$ cat config.mk
export PLATFORM = sky130hd
export DESIGN_NAME = vps_splat
export DESIGN_NICKNAME = d
export VERILOG_FILES = /design/src/hw/rtl/vps_pkg.sv /design/src/hw/rtl/vps_splat.sv
export VERILOG_INCLUDE_DIRS = /design/src /design/src/hw/rtl
export SDC_FILE = /design/constraint.sdc
export NUM_CORES = 1
export LEC_CHECK = 0
export BUFFER_PORTS_ARGS = -buffer_cell sky130_fd_sc_hd__buf_2
export CELL_PAD_IN_SITES_DETAIL_PLACEMENT = 0
export CELL_PAD_IN_SITES_GLOBAL_PLACEMENT = 1
export CORE_MARGIN = 4
export CORE_UTILIZATION = 35
export DETAILED_ROUTE_END_ITERATION = 12
export PLACE_DENSITY_LB_ADDON = 0.2
export SYNTH_ARGS = -nofsm -noshare
export SYNTH_HDL_FRONTEND = slang
export SYNTH_SLANG_ARGS = --single-unit
$ cat constraint.sdc
create_clock -name clk -period 3.23 [get_ports clk]
set_clock_uncertainty 0.2 [all_clocks]
set_input_delay 0.646 -clock clk [delete_from_list [all_inputs] [get_ports clk]]
set_output_delay 0.646 -clock clk [all_outputs]
set_load 0.05 [all_outputs]
$ cat src/hw/rtl/assert_macros.svh
`ifndef ASSERT_MACROS_SVH
`define ASSERT_MACROS_SVH

// checked on every rising clk edge, held off while rst_n is low
`define ASSERT_CLK(lbl, prop, msg) \
    lbl: assert property (@(posedge clk) disable iff (!rst_n) prop) else $error(msg);

// checked on every rising clk edge, reset included
`define ASSERT_CLK_ALWAYS(lbl, prop, msg) \
    lbl: assert property (@(posedge clk) prop) else $error(msg);

`endif

$ cat src/hw/rtl/vps_pkg.sv
package vps_pkg;

    // field widths
    localparam int VEC_W   = 24;
    localparam int COEF_W  = 16;
    localparam int CFG_W   = 48;
    localparam int RAD_W   = 2;
    localparam int COL_W   = 9;
    localparam int ROW_W   = 9;
    localparam int DEPTH_W = 8;
    localparam int IDX_W   = 3;

    // products and row sums of one matrix row
    localparam int PROD_W = VEC_W + COEF_W;
    localparam int SUM_W  = PROD_W + 2;

    // signed coordinate width, wide enough for every image size in range
    localparam int CRD_W = 24;

    // fixed point: Q3.20 times Q2.13 leaves 33 fraction bits
    localparam int FRAC_SHIFT   = 33;
    localparam int DEPTH_SCALE  = 64;
    localparam int DEPTH_OFFSET = 128;
    localparam int DEPTH_LIMIT  = 256;

    // default parameter values
    localparam int IMG_WIDTH_DEF  = 512;
    localparam int IMG_HEIGHT_DEF = 512;
    localparam int MAX_RADIUS_DEF = 3;

    // configuration register indexes
    typedef enum logic [IDX_W-1:0] {
        REG_ROW_X     = 3'd0,
        REG_ROW_Y     = 3'd1,
        REG_ROW_DEPTH = 3'd2,
        REG_RADIUS    = 3'd3
    } cfg_reg_t;

    // projected point handed from the projection pipe to the splat stage
    typedef struct packed {
        logic [CRD_W-1:0] cx;
        logic [CRD_W-1:0] cy;
        logic [CRD_W-1:0] dz;
    } point_t;

endpackage

$ cat src/hw/rtl/vps_splat.sv
`include "assert_macros.svh"

module vps_splat #(
    parameter int IMG_WIDTH  = vps_pkg::IMG_WIDTH_DEF,
    parameter int IMG_HEIGHT = vps_pkg::IMG_HEIGHT_DEF,
    parameter int MAX_RADIUS = vps_pkg::MAX_RADIUS_DEF
) (
    input  logic                              clk,
    input  logic                              rst_n,
    input  logic [vps_pkg::RAD_W-1:0]         radius,
    input  logic                              pt_valid,
    output logic                              pt_take,
    input  vps_pkg::point_t                   pt,
    output logic                              out_valid,
    input  logic                              out_stall,
    output logic [vps_pkg::COL_W-1:0]         pix_col,
    output logic [vps_pkg::ROW_W-1:0]         pix_row,
    output logic [vps_pkg::DEPTH_W-1:0]       depth_alpha,
    output logic                              last_pixel
);
    import vps_pkg::*;

    localparam int SPAN_W = $clog2(2 * MAX_RADIUS + 2);
    localparam logic [RAD_W-1:0] RAD_MAX = RAD_W'(MAX_RADIUS);
    localparam logic signed [CRD_W-1:0] COL_LIM   = CRD_W'(IMG_WIDTH);
    localparam logic signed [CRD_W-1:0] ROW_LIM   = CRD_W'(IMG_HEIGHT);
    localparam logic signed [CRD_W-1:0] DEPTH_LIM = CRD_W'(DEPTH_LIMIT);

    logic                 out_valid_reg, out_valid_next;
    logic                 last_reg, last_next;
    logic [COL_W-1:0]     col_reg, col_next;
    logic [ROW_W-1:0]     row_reg, row_next;
    logic [DEPTH_W-1:0]   depth_reg, depth_next;
    logic [COL_W-1:0]     col_start_reg, col_start_next;
    logic [SPAN_W-1:0]    k_reg, k_next;
    logic [SPAN_W-1:0]    j_reg, j_next;
    logic [SPAN_W-1:0]    span_reg, span_next;

    logic [RAD_W-1:0]        r_sat;
    logic signed [CRD_W-1:0] r_crd;
    logic                    in_range;
    logic                    out_adv;
    logic                    more;
    logic                    load;

    // radius clamp and margin test of the incoming point
    assign r_sat = (radius > RAD_MAX) ? RAD_MAX : radius;
    assign r_crd = {{(CRD_W-RAD_W){1'b0}}, r_sat};
    assign in_range = ($signed(pt.cx) > r_crd) && ($signed(pt.cx) < COL_LIM - r_crd)
                   && ($signed(pt.cy) > r_crd) && ($signed(pt.cy) < ROW_LIM - r_crd)
                   && ($signed(pt.dz) >= $signed(CRD_W'(0)))
                   && ($signed(pt.dz) < DEPTH_LIM);

    // output register frees up when empty or taken
    assign out_adv = !out_valid_reg || !out_stall;
    assign more    = out_valid_reg && !last_reg;
    assign load    = out_adv && !more && pt_valid && in_range;
    assign pt_take = pt_valid && (!in_range || (out_adv && !more));

    // walk the square row by row
    always_comb
    begin
        out_valid_next = out_valid_reg;
        last_next      = last_reg;
        col_next       = col_reg;
        row_next       = row_reg;
        depth_next     = depth_reg;
        col_start_next = col_start_reg;
        k_next         = k_reg;
        j_next         = j_reg;
        span_next      = span_reg;
        if (out_adv)
        begin
            if (more)
            begin
                if (k_reg == span_reg)
                begin
                    k_next   = '0;
                    col_next = col_start_reg;
                    j_next   = j_reg + 1'b1;
                    row_next = row_reg + 1'b1;
                end
                else
                begin
                    k_next   = k_reg + 1'b1;
                    col_next = col_reg + 1'b1;
                end
                last_next = (k_next == span_reg) && (j_next == span_reg);
            end
            else if (load)
            begin
                out_valid_next = 1'b1;
                span_next      = SPAN_W'({r_sat, 1'b0});
                col_start_next = pt.cx[COL_W-1:0] - COL_W'(r_sat);
                col_next       = pt.cx[COL_W-1:0] - COL_W'(r_sat);
                row_next       = pt.cy[ROW_W-1:0] - ROW_W'(r_sat);
                depth_next     = pt.dz[DEPTH_W-1:0];
                k_next         = '0;
                j_next         = '0;
                last_next      = (r_sat == '0);
            end
            else
            begin
                out_valid_next = 1'b0;
            end
        end
    end

    // control state
    always_ff @(posedge clk or negedge rst_n)
    begin
        if (!rst_n)
        begin
            out_valid_reg <= 1'b0;
            last_reg      <= 1'b0;
        end
        else
        begin
            out_valid_reg <= out_valid_next;
            last_reg      <= last_next;
        end
    end

    // payload and square counters
    always_ff @(posedge clk)
    begin
        col_reg       <= col_next;
        row_reg       <= row_next;
        depth_reg     <= depth_next;
        col_start_reg <= col_start_next;
        k_reg         <= k_next;
        j_reg         <= j_next;
        span_reg      <= span_next;
    end

    assign out_valid   = out_valid_reg;
    assign pix_col     = col_reg;
    assign pix_row     = row_reg;
    assign depth_alpha = depth_reg;
    assign last_pixel  = last_reg;

    // checks
    `ASSERT_CLK(a_last_at_corner, out_valid_reg && last_reg |-> (k_reg == span_reg) && (j_reg == span_reg), "last write flagged before the square corner")
    `ASSERT_CLK(a_cnt_in_span, out_valid_reg |-> (k_reg <= span_reg) && (j_reg <= span_reg), "square counter past its span")
    `ASSERT_CLK(a_no_gap, out_valid_reg && !out_stall && !last_reg |=> out_valid_reg, "square cut short")
    `ASSERT_CLK(a_col_track, out_valid_reg |-> col_reg == COL_W'(col_start_reg + COL_W'(k_reg)), "column out of step with counter")
    `ASSERT_CLK_ALWAYS(a_take_needs_valid, pt_take |-> pt_valid, "point taken while none offered")

endmodule

==> out/results.ini <==
[worst_setup_path]
worst_setup_path_start_kind=primary input
endpoint_kind=primary output
worstPathRequired_ns=2.38
crit_arrival_ns=2.39
critical_path_class=primary input to primary output
critPathMaxFanout=8

[synth]
yosys-top-cells-area=edfxtp_1, ha_1, xnor2_1, xor2_1, a21oi_1
syn_area_mm2=0.00308
synth_ff_type=edfxtp_1
yosys.area.top_type=edfxtp_1
synth-seq-cells=45
synth-edff-count=43
synth-async-reset-ratio=0.0444
yosys-top-cells-count=edfxtp_1, nor2_1, nand2_1
yosysMostFrequentCell=edfxtp_1
synth_nets=406
synth_top_area_frac=0.420
synth_cells=310
syn_avg_cell_area_um2=9.93
ys_seq_area_frac=0.436
yosys_warnings=0
synth_cell_types=55

[global_routing]
antenna_found_initial=0
grt_max_degree=25
grt_overflow_total=0
grt_pass1_wl_um=12700
grt.total_usage=0.155
grt_pass1_vias=2622

[hold_path]
holdCritPathClass=primary input to register

[die]
start_util=0.367
ios=107
core_mm2=0.00838
chipWidth_um=102
num_rows=33
die_y_um=102
die_area_mm2=0.0104

[cells_and_area]
stdcell_area_mm2=0.00419
layout.nets=536
num_antenna_cells=0
drive_gt1_frac=0.383
fillers=820
layout.cells.non_filler=546
multi_input_area_mm2=0.00176
regArea_mm2=0.00134
syn_to_final_growth_pct=36.2

[placed_design]
dp_cells=535
placed_area_mm2=0.00396
pre_cts_ws_ns=-0.204
port_buffers=106
gp_congestion=0.788
dp_hpwl_um=6320

[sta]
finalCriticalPeriod_ns=3.24
post-route-period-util=1.00
tns_ns=-0.00960
worst_slack_ns=-0.00960
hold_viol_final=0
hold_slack_ns=0.315
tightest_slew_ns=0.751
setup_viol=1
rsz0062_at_grt=yes
slew_violations=0
slew_headroom=0.500
max_freq_ghz=0.309

[pwr]
p_leak_nw=1.71
max-vdd-ir-drop_uv=178
power.density_mw_per_mm2=288

[clocking]
tritoncts=built
clock_path_buffers=2
cts-root-buf=clkbuf_8
worst_skew_pair.late_latency_ns=0.30
htreeDepth=2
cts-buffers-inserted=5
clock-sinks=45
clk_pin_slew_ns=0.09

[detailed_routing]
vias=2754
vias_per_cell=5.04
drt_iter0_drc=68
drc=0
firstDrtPassIters=4
final_antenna_net_count=0
wl_um=8050
wl_per_cell_um=14.7

[status]
status=complete, but fails checks
violations=setup timing

[job]
drv_cap=0

through the flow:
step	power, mW	utilization
2_1_floorplan	0.746	-
3_3_place_gp	0.837	0.472
3_5_place_dp	0.841	0.472
4_1_cts	1.22	0.493
5_1_grt	1.27	0.500
6_report	1.21	0.500
routing by layer:
metal	GRT usage	wire, µm
met1	0.218	3760
met2	0.247	3790
met3	0.0269	419
met4	0.0399	82
met5	0	0
logic make-up after synthesis:
| kind of cell | Yosys count | synth area share |
|---|---|---|
| flip-flops | 45 | 0.436 |
| buffers and inverters | 26 | 0.0382 |
| AND/OR/NAND/NOR | 122 | 0.215 |
| multiplexers | 7 | 0.0228 |
| AO/OA/AOI/OAI | 62 | 0.125 |
| adder cells (fa/ha/maj) | 18 | 0.0780 |
| XOR/XNOR | 30 | 0.0854 |
power breakdown:
part | switching [mW] | internal (mW)
sequential | 0.00000000239 | 0.641
combinational | 0.104 | 0.109
clock | 0.202 | 0.153
cell type report:
| cell class | count | share of cell area |
|---|---|---|
| Clock buffer | 5 | 0.0164 |
| Multi-Input combinational cell | 239 | 0.420 |
| Timing Repair Buffer | 134 | 0.193 |
| Sequential cell | 45 | 0.320 |
| Inverter | 15 | 0.0152 |
| Clock inverter | 3 | 0.00478 |
| Tap cell | 105 | 0.0313 |
worst max-delay path, stage by stage:
cell and delay [ns]:
buf_8 0.08, inv_4 0.04, buf_4 0.13, ha_4 0.19, ha_1 0.30, o211ai_1 0.10, a211o_1 0.32, a31o_4 0.26
a31oi_4 0.16, buf_6 0.18
worst paths after layout:
kind,start,endpoint,slack [ns],depth (start not counted)
max,radius[1],pt_take,-0.01,10
max reg2reg,span_reg[1],pix_row[8],1.08,6
max in group asynchronous,rst_n,last_pixel,2.25,2
min reg2reg,col_start_reg[7],pix_col[7],0.41,2
min,pt[1],depth_alpha[1],0.32,1
min in group asynchronous,rst_n,out_valid,0.49,2
layout by cell type (no fill, tap or decap), types with 4 or more instances in the layout:
master,instances
a21oi_1,20
a31oi_1,4
buf_2,103
buf_4,24
clkbuf_8,5
edfxtp_1,43
ha_1,12
ha_4,4
inv_1,11
mux2i_1,7
nand2_1,25
nand2b_1,4
nand3_1,15
nor2_1,26
nor2b_1,4
nor3_1,5
nor4_1,12
o21ai_0,15
or3_1,4
xnor2_1,15
xor2_1,14
timing repair:
item / in CTS / in global routing
hold buffers: 1 / 0
buffers inserted: 1 / 1
endpoints found under the setup margin: 1 / 1
hold endpoints to repair: 2 / 0
pin swaps: 6 / 2
gates resized for setup: 15 / 10
Note: power is estimated with default switching activity, not from simulation.
